`src/hdl/tfh_pkg.sv`:
```
// Package for the TCP flow hash table: operation and status codes, entry and
// transaction payload types, controller states and the bucket hash fold.
// No dependencies.
package tfh_pkg;

	localparam int BUCKETS_DEF = 256;
	localparam int WAYS_DEF    = 4;

	// operation codes; the spare code behaves as a query
	localparam logic [1:0] FUNC_INSERT = 2'd0;
	localparam logic [1:0] FUNC_QUERY  = 2'd1;
	localparam logic [1:0] FUNC_DELETE = 2'd2;

	// result status codes
	localparam logic [2:0] STS_INSERTED  = 3'd0;
	localparam logic [2:0] STS_DUPLICATE = 3'd1;
	localparam logic [2:0] STS_FULL      = 3'd2;
	localparam logic [2:0] STS_FOUND     = 3'd3;
	localparam logic [2:0] STS_NOT_FOUND = 3'd4;
	localparam logic [2:0] STS_DELETED   = 3'd5;

	typedef struct packed {
		logic        [1:0]  func;
		logic        [31:0] src_ip;
		logic        [31:0] dst_ip;
		logic        [15:0] src_port;
		logic        [15:0] dst_port;
		logic signed [31:0] syn_stamp;
	} in_item_t;

	typedef struct packed {
		logic        [2:0]  status;
		logic               hit;
		logic signed [31:0] stored_time;
	} out_item_t;

	// one stored connection; port_pair holds src_port in 15:0, dst_port in 31:16
	typedef struct packed {
		logic [31:0] src_addr;
		logic [31:0] dst_addr;
		logic [31:0] port_pair;
		logic [31:0] start_time;
	} entry_t;

	typedef enum logic [1:0] {
		S_CLEAR,
		S_IDLE,
		S_HASH,
		S_LOOK
	} state_t;

	function automatic logic [31:0] hash_fold(input logic [31:0] sip, input logic [31:0] dip,
			input logic [15:0] sp, input logic [15:0] dp);
		logic [31:0] h;
		h = (sip ^ {16'd0, sp}) ^ (dip ^ {16'd0, dp});
		h = h ^ (h >> 16);
		h = h ^ (h >> 8);
		return h;
	endfunction

endpackage

```
`src/hdl/tfh_way_match.sv`:
```
// Compares the ways of one bucket row against a connection tuple in both
// directions; returns lowest matching way and lowest free way, one-hot. Uses tfh_pkg.
module tfh_way_match #(
	parameter int WAYS = tfh_pkg::WAYS_DEF
) (
	input  logic [WAYS-1:0]            valid,
	input  tfh_pkg::entry_t [WAYS-1:0] ent,
	input  tfh_pkg::in_item_t          key,
	output logic [WAYS-1:0]            match_oh,
	output logic [WAYS-1:0]            free_oh
);
	logic [31:0]     fwd, rev;
	logic [WAYS-1:0] match_raw;

	assign fwd = {key.dst_port, key.src_port};
	assign rev = {key.src_port, key.dst_port};

	always_comb begin
		for (int w = 0; w < WAYS; w++) begin
			match_raw[w] = valid[w] &&
				((ent[w].src_addr == key.src_ip && ent[w].dst_addr == key.dst_ip &&
				  ent[w].port_pair == fwd) ||
				 (ent[w].src_addr == key.dst_ip && ent[w].dst_addr == key.src_ip &&
				  ent[w].port_pair == rev));
		end
	end

	// isolate the lowest set bit
	assign match_oh = match_raw & (~match_raw + WAYS'(1));
	assign free_oh  = ~valid & (valid + WAYS'(1));
endmodule

```
`config.mk`:
```
export PLATFORM = sky130hd
export DESIGN_NAME = tfh_way_match
export DESIGN_NICKNAME = d
export VERILOG_FILES = /design/src/hdl/tfh_pkg.sv /design/src/hdl/tfh_way_match.sv
export SDC_FILE = /design/constraint.sdc
export NUM_CORES = 1
export LEC_CHECK = 0
export BUFFER_PORTS_ARGS = -buffer_cell sky130_fd_sc_hd__buf_2
export CELL_PAD_IN_SITES_DETAIL_PLACEMENT = 1
export CELL_PAD_IN_SITES_GLOBAL_PLACEMENT = 2
export CORE_AREA = 4 4 252 254
export DETAILED_ROUTE_END_ITERATION = 8
export DIE_AREA = 0 0 256 258
export PLACE_DENSITY = 0.71
export SYNTH_ARGS = -nofsm -noshare
export SYNTH_HDL_FRONTEND = slang
export SYNTH_SLANG_ARGS = --single-unit
export TNS_END_PERCENT = 1
```
`constraint.sdc`:
```
create_clock -name vclk -period 2.5
set_input_delay 0.5 -clock vclk [all_inputs]
set_output_delay 0.5 -clock vclk [all_outputs]
set_load 0.01 [all_outputs]
```
==> impl_metrics.ini <==
[yosys]
synth_area_mm2 = 0.008972
yosys.area_share.simple_pct = 18.90
synth_mux_area_share_pct = 0
synth_compound_area_share_pct = 0.3765
ys_seq_area_share_pct = 0
synthDistinctLibCells = 19
synthXorXnorAreaFrac_pct = 74.97
synth_nets = 1791
yosys_warnings = 0
netlist_instances = 1145
synth_top_family_by_area = XOR/XNOR gates
syn-mean-instance-area_um2 = 7.836
synthAdderAreaFrac_pct = 0

[sta]
setup_viol = 4
whs_ns = 1.437
clock.fmax_mhz = 311.3
slew_headroom_pct = 67.18
fin_crit_sh_pct = 128.5
min_period_ns = 3.212
maxSlewViolCount = 0
rsz0062_at_grt = true
fin_ws_ns = -0.7121
hold_viol = 0
worst_pin_slew_ns = 0.4923

[floorplan]
core_mm2 = 0.06126
die_area_mm2 = 0.06605
die_w_um = 256
ioPinCount = 654
fp.dieH_um = 258
rows = 91
start_util_pct = 14.65

[place]
detailed_place_hpwl_um = 88870
gp_congestion = 1.024
dp.cells = 2719
port_buffers = 492

[layout]
synthToLayoutAreaGrowth_pct = 83.13
layout.area.seq_um2 = 0
drive_above_1_share_pct = 48.79
instances_no_fill = 2735
design.seq.count = 0
fin_util_pct = 26.82
nClkBuffers = 0
fillers = 7382
nNetsFinal = 2587
multi_input_area_mm2 = 0.008846

[route]
antenna_left = 0
viasPerCell = 4.664
detail_route.wl_per_cell_um = 36.37
wl_um = 99480
vias = 12760
drtPass1Iterations = 5
drc = 0
drt-initial-drc-count = 1102

[power]
cellLeakagePower_nw = 6.344
total_power_mw = 3.673
p_per_area_mw_per_mm2 = 223.5
ir_drop_mv = 0.08124

[outcome]
violations = setup timing
status = finished, violations left

[global_route]
grt_pass1_wl_um = 128100
antenna_found_initial = 25
grt_pass1_vias = 13930
grt_start_max_net_pins = 9
overflow = 0
grtUsageTotal_pct = 28.52

[job]
maxCapViolations = 0

[worst_setup_path]
endpoint_kind = output port
cp_max_fo = 4
cp-start-kind = input port
critPathArrivalTime_ns = 2.71
cp.required_ns = 2.00
critical_path_class = input port to output port

[min_path]
hold_path.class = input port to output port
whs_path_depth = 3
==> worst paths after layout <==
path | start | end | slack (ns)
setup / recovery | key[117] | match_oh[3] | -0.71
hold / removal | valid[1] | free_oh[1] | 1.44
==> where the power goes <==
group	switching, mW	leakage, nW	internal, mW
combinational	1.98	6.34	1.69
sequential	0	0	0
clock	0	0.0000380	0.000000321
total	1.98	6.34	1.69
==> cell type report <==
| cell class | count | area share [%] |
|---|---|---|
| multi-input cells | 1048 | 53.84 |
| repair buffers | 890 | 40.03 |
| diodes | 6 | 0.09138 |
| well taps | 790 | 6.016 |
| inverters | 1 | 0.02284 |
==> per-layer routing <==
metal  vias to the layer above  wire (um)  global-route usage (%)
li1                       5454          -                       -
met3                       215       7992                   6.531
met1                      6280      42480                   37.15
met5                         -        209                       0
met2                       771      44290                   46.49
met4                        36       4507                   9.660
==> cells in the mapped netlist <==
library cell  count  area, um2
a2111oi_2         1      15.01
buf_2            86      430.4
buf_4             8      60.06
buf_6             2      22.52
inv_1             1      3.750
nand2_1           7      26.28
nand3_1          16      80.08
nand4_1         171       1070
nand4_2           1      12.51
nor2_1            8      30.03
nor2b_1           1      6.260
nor3_1            8      40.04
nor3b_1           2      15.01
nor4_1           59      369.1
nor4_2            2      25.02
nor4_4            1      21.27
o22ai_1           3      18.77
xnor2_1         664       5816
xor2_1          104      910.9
==> critical path: stages <==
cell and delay, ns:
buf_2 0.24, buf_4 0.26, xnor2_1 0.16, nand4_1 0.24
nor4_2 0.32, nand4_1 0.20, o22ai_4 0.27, buf_6 0.18
a2111oi_4 0.05, buf_4 0.16, buf_6 0.12
==> repair_timing <==
action	CTS	global route
setup endpoints to repair	4	4
pin swaps	10	46
resized for setup	31	126
setup buffers	4	8
hold buffers	0	0
==> stage by stage <==
stage               area, um2  setup WS, ns  setup TNS (ns)
floorplan                8972       0.05440               0
global placement        15710        -1.087          -3.562
detailed placement      15710       -0.9224          -3.232
CTS                     15920       -0.7071          -2.606
global route            16420       -0.8019          -2.916
finish                  16430       -0.7121          -2.606
==> cell usage in the layout, fill, tap and decap left out, types with 7 or more instances in the layout <==
cell	instances
xor2_1	92
nand4_1	171
nor2_1	8
xnor2_1	658
nor4_2	27
buf_2	454
buf_6	29
xor2_2	11
buf_4	327
buf_12	72
nor4_1	32
nand2_1	7
nand3_1	16
==> cells by family after synthesis <==
family,Yosys count
AO/OA/AOI/OAI,4
buffers and inverters,97
XOR/XNOR,768
AND/OR/NAND/NOR,276
Power figures use the tool's default switching activity.
