`src/hdl/tfh_ram.sv`:
```
// Single-port-write, single-port-read synchronous memory, registered read.
// No dependencies.
module tfh_ram #(
	parameter int DEPTH = 256,
	parameter int WIDTH = 8,
	parameter int AW    = 8
) (
	input  logic             clk,
	input  logic             wr_en,
	input  logic [AW-1:0]    wr_addr,
	input  logic [WIDTH-1:0] wr_data,
	input  logic             rd_en,
	input  logic [AW-1:0]    rd_addr,
	output logic [WIDTH-1:0] rd_data
);
	logic [WIDTH-1:0] mem [DEPTH];

	always_ff @(posedge clk) begin
		if (wr_en) begin
			mem[wr_addr] <= wr_data;
		end
	end

	always_ff @(posedge clk) begin
		if (rd_en) begin
			rd_data <= mem[rd_addr];
		end
	end
endmodule

```
`config.mk`:
```
export PLATFORM = sky130hd
export DESIGN_NAME = tfh_ram
export DESIGN_NICKNAME = d
export VERILOG_FILES = /design/src/hdl/tfh_ram.sv
export SDC_FILE = /design/constraint.sdc
export NUM_CORES = 2
export LEC_CHECK = 0
export BUFFER_PORTS_ARGS = -buffer_cell sky130_fd_sc_hd__buf_2
export CAP_MARGIN = 5
export CORE_UTILIZATION = 40
export CTS_BUF_LIST = sky130_fd_sc_hd__clkbuf_8
export DETAILED_ROUTE_END_ITERATION = 7
export GPL_TIMING_DRIVEN = 1
export MAX_ROUTING_LAYER = met4
export SLEW_MARGIN = 10
export SYNTH_ARGS = -nofsm -noshare
export SYNTH_HDL_FRONTEND = slang
export SYNTH_SLANG_ARGS = --single-unit
export TNS_END_PERCENT = 50
```
`constraint.sdc`:
```
create_clock -name clk -period 4.9 [get_ports clk]
set_input_delay 0.245 -clock clk [delete_from_list [all_inputs] [get_ports clk]]
set_output_delay 0.245 -clock clk [all_outputs]
set_load 0.01 [all_outputs]
```
==> flow_metrics.tcl <==
set metrics [dict create \
    status "finished clean" \
    area_delta_synth_final_pct 12.17 \
    drt_wl_total_um 201000 \
    nFillCells 16540 \
    crit_path_end_kind "register" \
    clk_latency_ns 1.07 \
    chipHeight_um 448.2 \
    ir_drop_mv 0.2499 \
    htreeDepth 5 \
    dieArea_um2 200900 \
    cts-resized-gates 0 \
    worst-setup-path-type "in2reg" \
    cts_buffers 336 \
    hold_viol 0 \
    synth-edff-count 2056 \
    grt_max_degree 157 \
    leakage_nw 27.75 \
    first_iter_violations 4637 \
    die_w_um 448.2 \
    avgSynthCellArea_um2 21.33 \
    gp_congestion 0.8580 \
    dominantRegCellSynth "edfxtp_1" \
    wire_per_inst_um 29.06 \
    start_util_pct 40.30 \
    avgViaCountPerCell 5.688 \
    clock_path_buffers 4 \
    yosys_warnings 0 \
    cp_data_required_time_ns 5.76 \
    critPathLaunch "rd_addr[1]" \
    r2r_start "mem[26][5]" \
    fin_setup_tns_ns 0 \
    yosysTopAreaCell "edfxtp_1" \
    max_slew_margin_pct 5.258 \
    io-pin-count 35 \
    min_period_over_period_pct 65.82 \
    hold_class "in2reg" \
    syn_area_um2 79640 \
    grt_pass1_vias 39510 \
    cellPowerDensity_nw_per_um2 387.6 \
    grt.total_usage_pct 20.61 \
    worst-endpoint-arrival_ns 4.09 \
    skew_ns 0.09255 \
    worst_slew_pin_slew_ns 1.385 \
    period_needed_ns 3.225 \
    row_count 163 \
    dr.pass1.iters 6 \
    slew_violations 0 \
    p_total_mw 34.62 \
    cp_max_fo 76 \
    grt_pass1_wl_um 287400 \
    synth_seq_cells 2056 \
    synth.area.top_cells "edfxtp_1, mux4_2, mux2i_1" \
    ys_seq_area_share_pct 77.53 \
    hpwl_um 121100 \
    cts_tree "built" \
    cts_sinks 2056 \
    final_nets 4074 \
    netlist_instances 3733 \
    synth.distinct_cells 54 \
    fmax_mhz 310.1 \
    io_buffers 34 \
    root_buffer "clkbuf_8" \
    core-area_um2 197600 \
    postSynth.asyncResetShare_pct 0 \
    syn_nets 3760 \
    yosys.area.top_type_share_pct 77.53 \
    antenna_found_initial 14 \
    rsz0062_at_grt "no" \
    path_clk_slew_ns 0.07 \
    grt.overflow.total 0 \
    cap_violations 0 \
    drive_above_1_share_pct 24.89 \
    setup_violations 0 \
    vias 39350 \
    ant_nets 0 \
    drc 0 \
    min_from "rd_en" \
    start_kind "input pin" \
]
==> through the flow <==
step / area (um2) / util, % / cells / setup slack, ns / hold slack (ns)
floorplan: 79640 / - / 3733 / 2.579 / 0.3439
global placement: 83350 / 42.18 / 6333 / 0.7501 / 0.6602
detailed placement: 83370 / 42.19 / 6333 / 0.7300 / 0.6610
CTS: 89300 / 45.19 / 6909 / 1.713 / 0.1421
global route: 89330 / 45.20 / 6916 / 1.669 / 0.1794
finish: 89330 / 45.20 / 6917 / 1.675 / 0.2108
==> cell usage after synthesis (5+ instances only) <==
| master | count |
|---|---|
| a211oi_1 | 16 |
| a21oi_1 | 96 |
| a221oi_1 | 13 |
| a22o_1 | 8 |
| a22oi_1 | 133 |
| and2_1 | 6 |
| buf_1 | 22 |
| buf_12 | 8 |
| buf_2 | 31 |
| buf_4 | 27 |
| buf_6 | 21 |
| buf_8 | 13 |
| clkbuf_1 | 111 |
| edfxtp_1 | 2056 |
| mux2i_1 | 134 |
| mux4_2 | 454 |
| nand2_1 | 33 |
| nand2b_1 | 8 |
| nand3_1 | 34 |
| nand4_1 | 10 |
| nor2_1 | 282 |
| nor2b_1 | 31 |
| nor3_1 | 22 |
| nor4_1 | 24 |
| o211ai_1 | 10 |
| o21ai_0 | 10 |
| o221ai_1 | 46 |
| o22a_1 | 5 |
| o22ai_1 | 28 |
==> state kept, by name (all words and copies together) (netlist names) <==
signal   flops
mem       2048
rd_data      8
==> report_power, final <==
| part | switching (mW) | internal, mW | total, mW | leakage [nW] |
|---|---|---|---|---|
| clock | 6.62 | 6.79 | 13.4 | 3.34 |
| combinational | 1.16 | 0.614 | 1.78 | 5.93 |
| sequential | 0.0240 | 19.4 | 19.4 | 18.5 |
| total | 7.81 | 26.8 | 34.6 | 27.8 |
==> per-layer routing <==
layer | vias up | track usage, % | wire length, um
li1 | 16380 | - | -
met1 | 20850 | 28.15 | 84120
met2 | 1744 | 31.51 | 96180
met3 | 381 | 4.222 | 15840
met4 | 0 | 5.650 | 4853
met5 | - | - | 0
==> layout by cell type, fill, tap and decap left out, types with 5 or more instances in the layout <==
| cell | synthesis | layout |
|---|---|---|
| mux4_2 | 454 | 454 |
| o22a_1 | 5 | 5 |
| nand2b_1 | 8 | 8 |
| buf_12 | 8 | 25 |
| a211oi_1 | 16 | 16 |
| clkinvlp_4 | 0 | 6 |
| nor2_1 | 282 | 279 |
| buf_8 | 13 | 10 |
| mux2i_1 | 134 | 134 |
| nand3_2 | 0 | 6 |
| a21oi_1 | 96 | 96 |
| nor4_1 | 24 | 20 |
| o22ai_1 | 28 | 28 |
| bufinv_16 | 0 | 7 |
| diode_2 | 0 | 7 |
| clkbuf_8 | 0 | 341 |
| nand2_1 | 33 | 33 |
| o221ai_1 | 46 | 46 |
| o211ai_1 | 10 | 10 |
| dlygate4sd3_1 | 0 | 15 |
| o21ai_0 | 10 | 10 |
| nand3_1 | 34 | 28 |
| a22o_1 | 8 | 8 |
| nor2b_1 | 31 | 28 |
| edfxtp_1 | 2056 | 2056 |
| a221oi_1 | 13 | 13 |
| clkinv_1 | 1 | 74 |
| nand4_1 | 10 | 10 |
| inv_1 | 1 | 104 |
| nor4_2 | 3 | 7 |
| nor3_1 | 22 | 22 |
| a22oi_1 | 133 | 133 |
| buf_2 | 31 | 22 |
| buf_4 | 27 | 136 |
| clkinv_2 | 0 | 27 |
| and2_1 | 6 | 5 |
==> worst max-delay path: stages <==
cell       delay, ns
buf_8           0.49
buf_12          0.36
buf_12          0.28
mux4_2          0.26
o22a_1          0.21
o21ai_0         0.11
a2111oi_0       1.19
nor3_1          0.38
nor4_2          0.32
==> worst paths after layout <==
path                 to  slack (ns)  cells past startpoint
max          rd_data[0]        1.67                      9
min          rd_data[1]        0.21                      2
max reg2reg  rd_data[5]        1.68                      6
min reg2reg  rd_data[3]        1.12                      6
==> logic make-up (layout without fill, tap and decap cells) <==
logic type	count (synthesis)	after routing	synth area share [%]
and+or+nand+nor	466	466	2.625
other	0	7	0
DFF	2056	2056	77.53
muxes	591	591	14.60
buffers and inverters	235	772	1.829
AOI/OAI and AO/OA	385	385	3.416
==> area by class of cell <==
type	count	area [um2]	share of cell area (%)
sequential	2056	61740	69.12
antenna	7	17.52	0.01961
inverter	2	7.507	0.008404
timing repair buffer	209	1939	2.171
clock buffer	341	4693	5.254
clock inverter	220	1086	1.216
tap	2640	3303	3.698
multi-input combinational	1442	16540	18.52
==> what timing repair did <==
item / CTS / global route
hold buffers: 15 / 0
endpoints found under the hold margin: 888 / 0
setup buffers: 0 / 0
No activity file was read; power rests on OpenSTA's default activity.
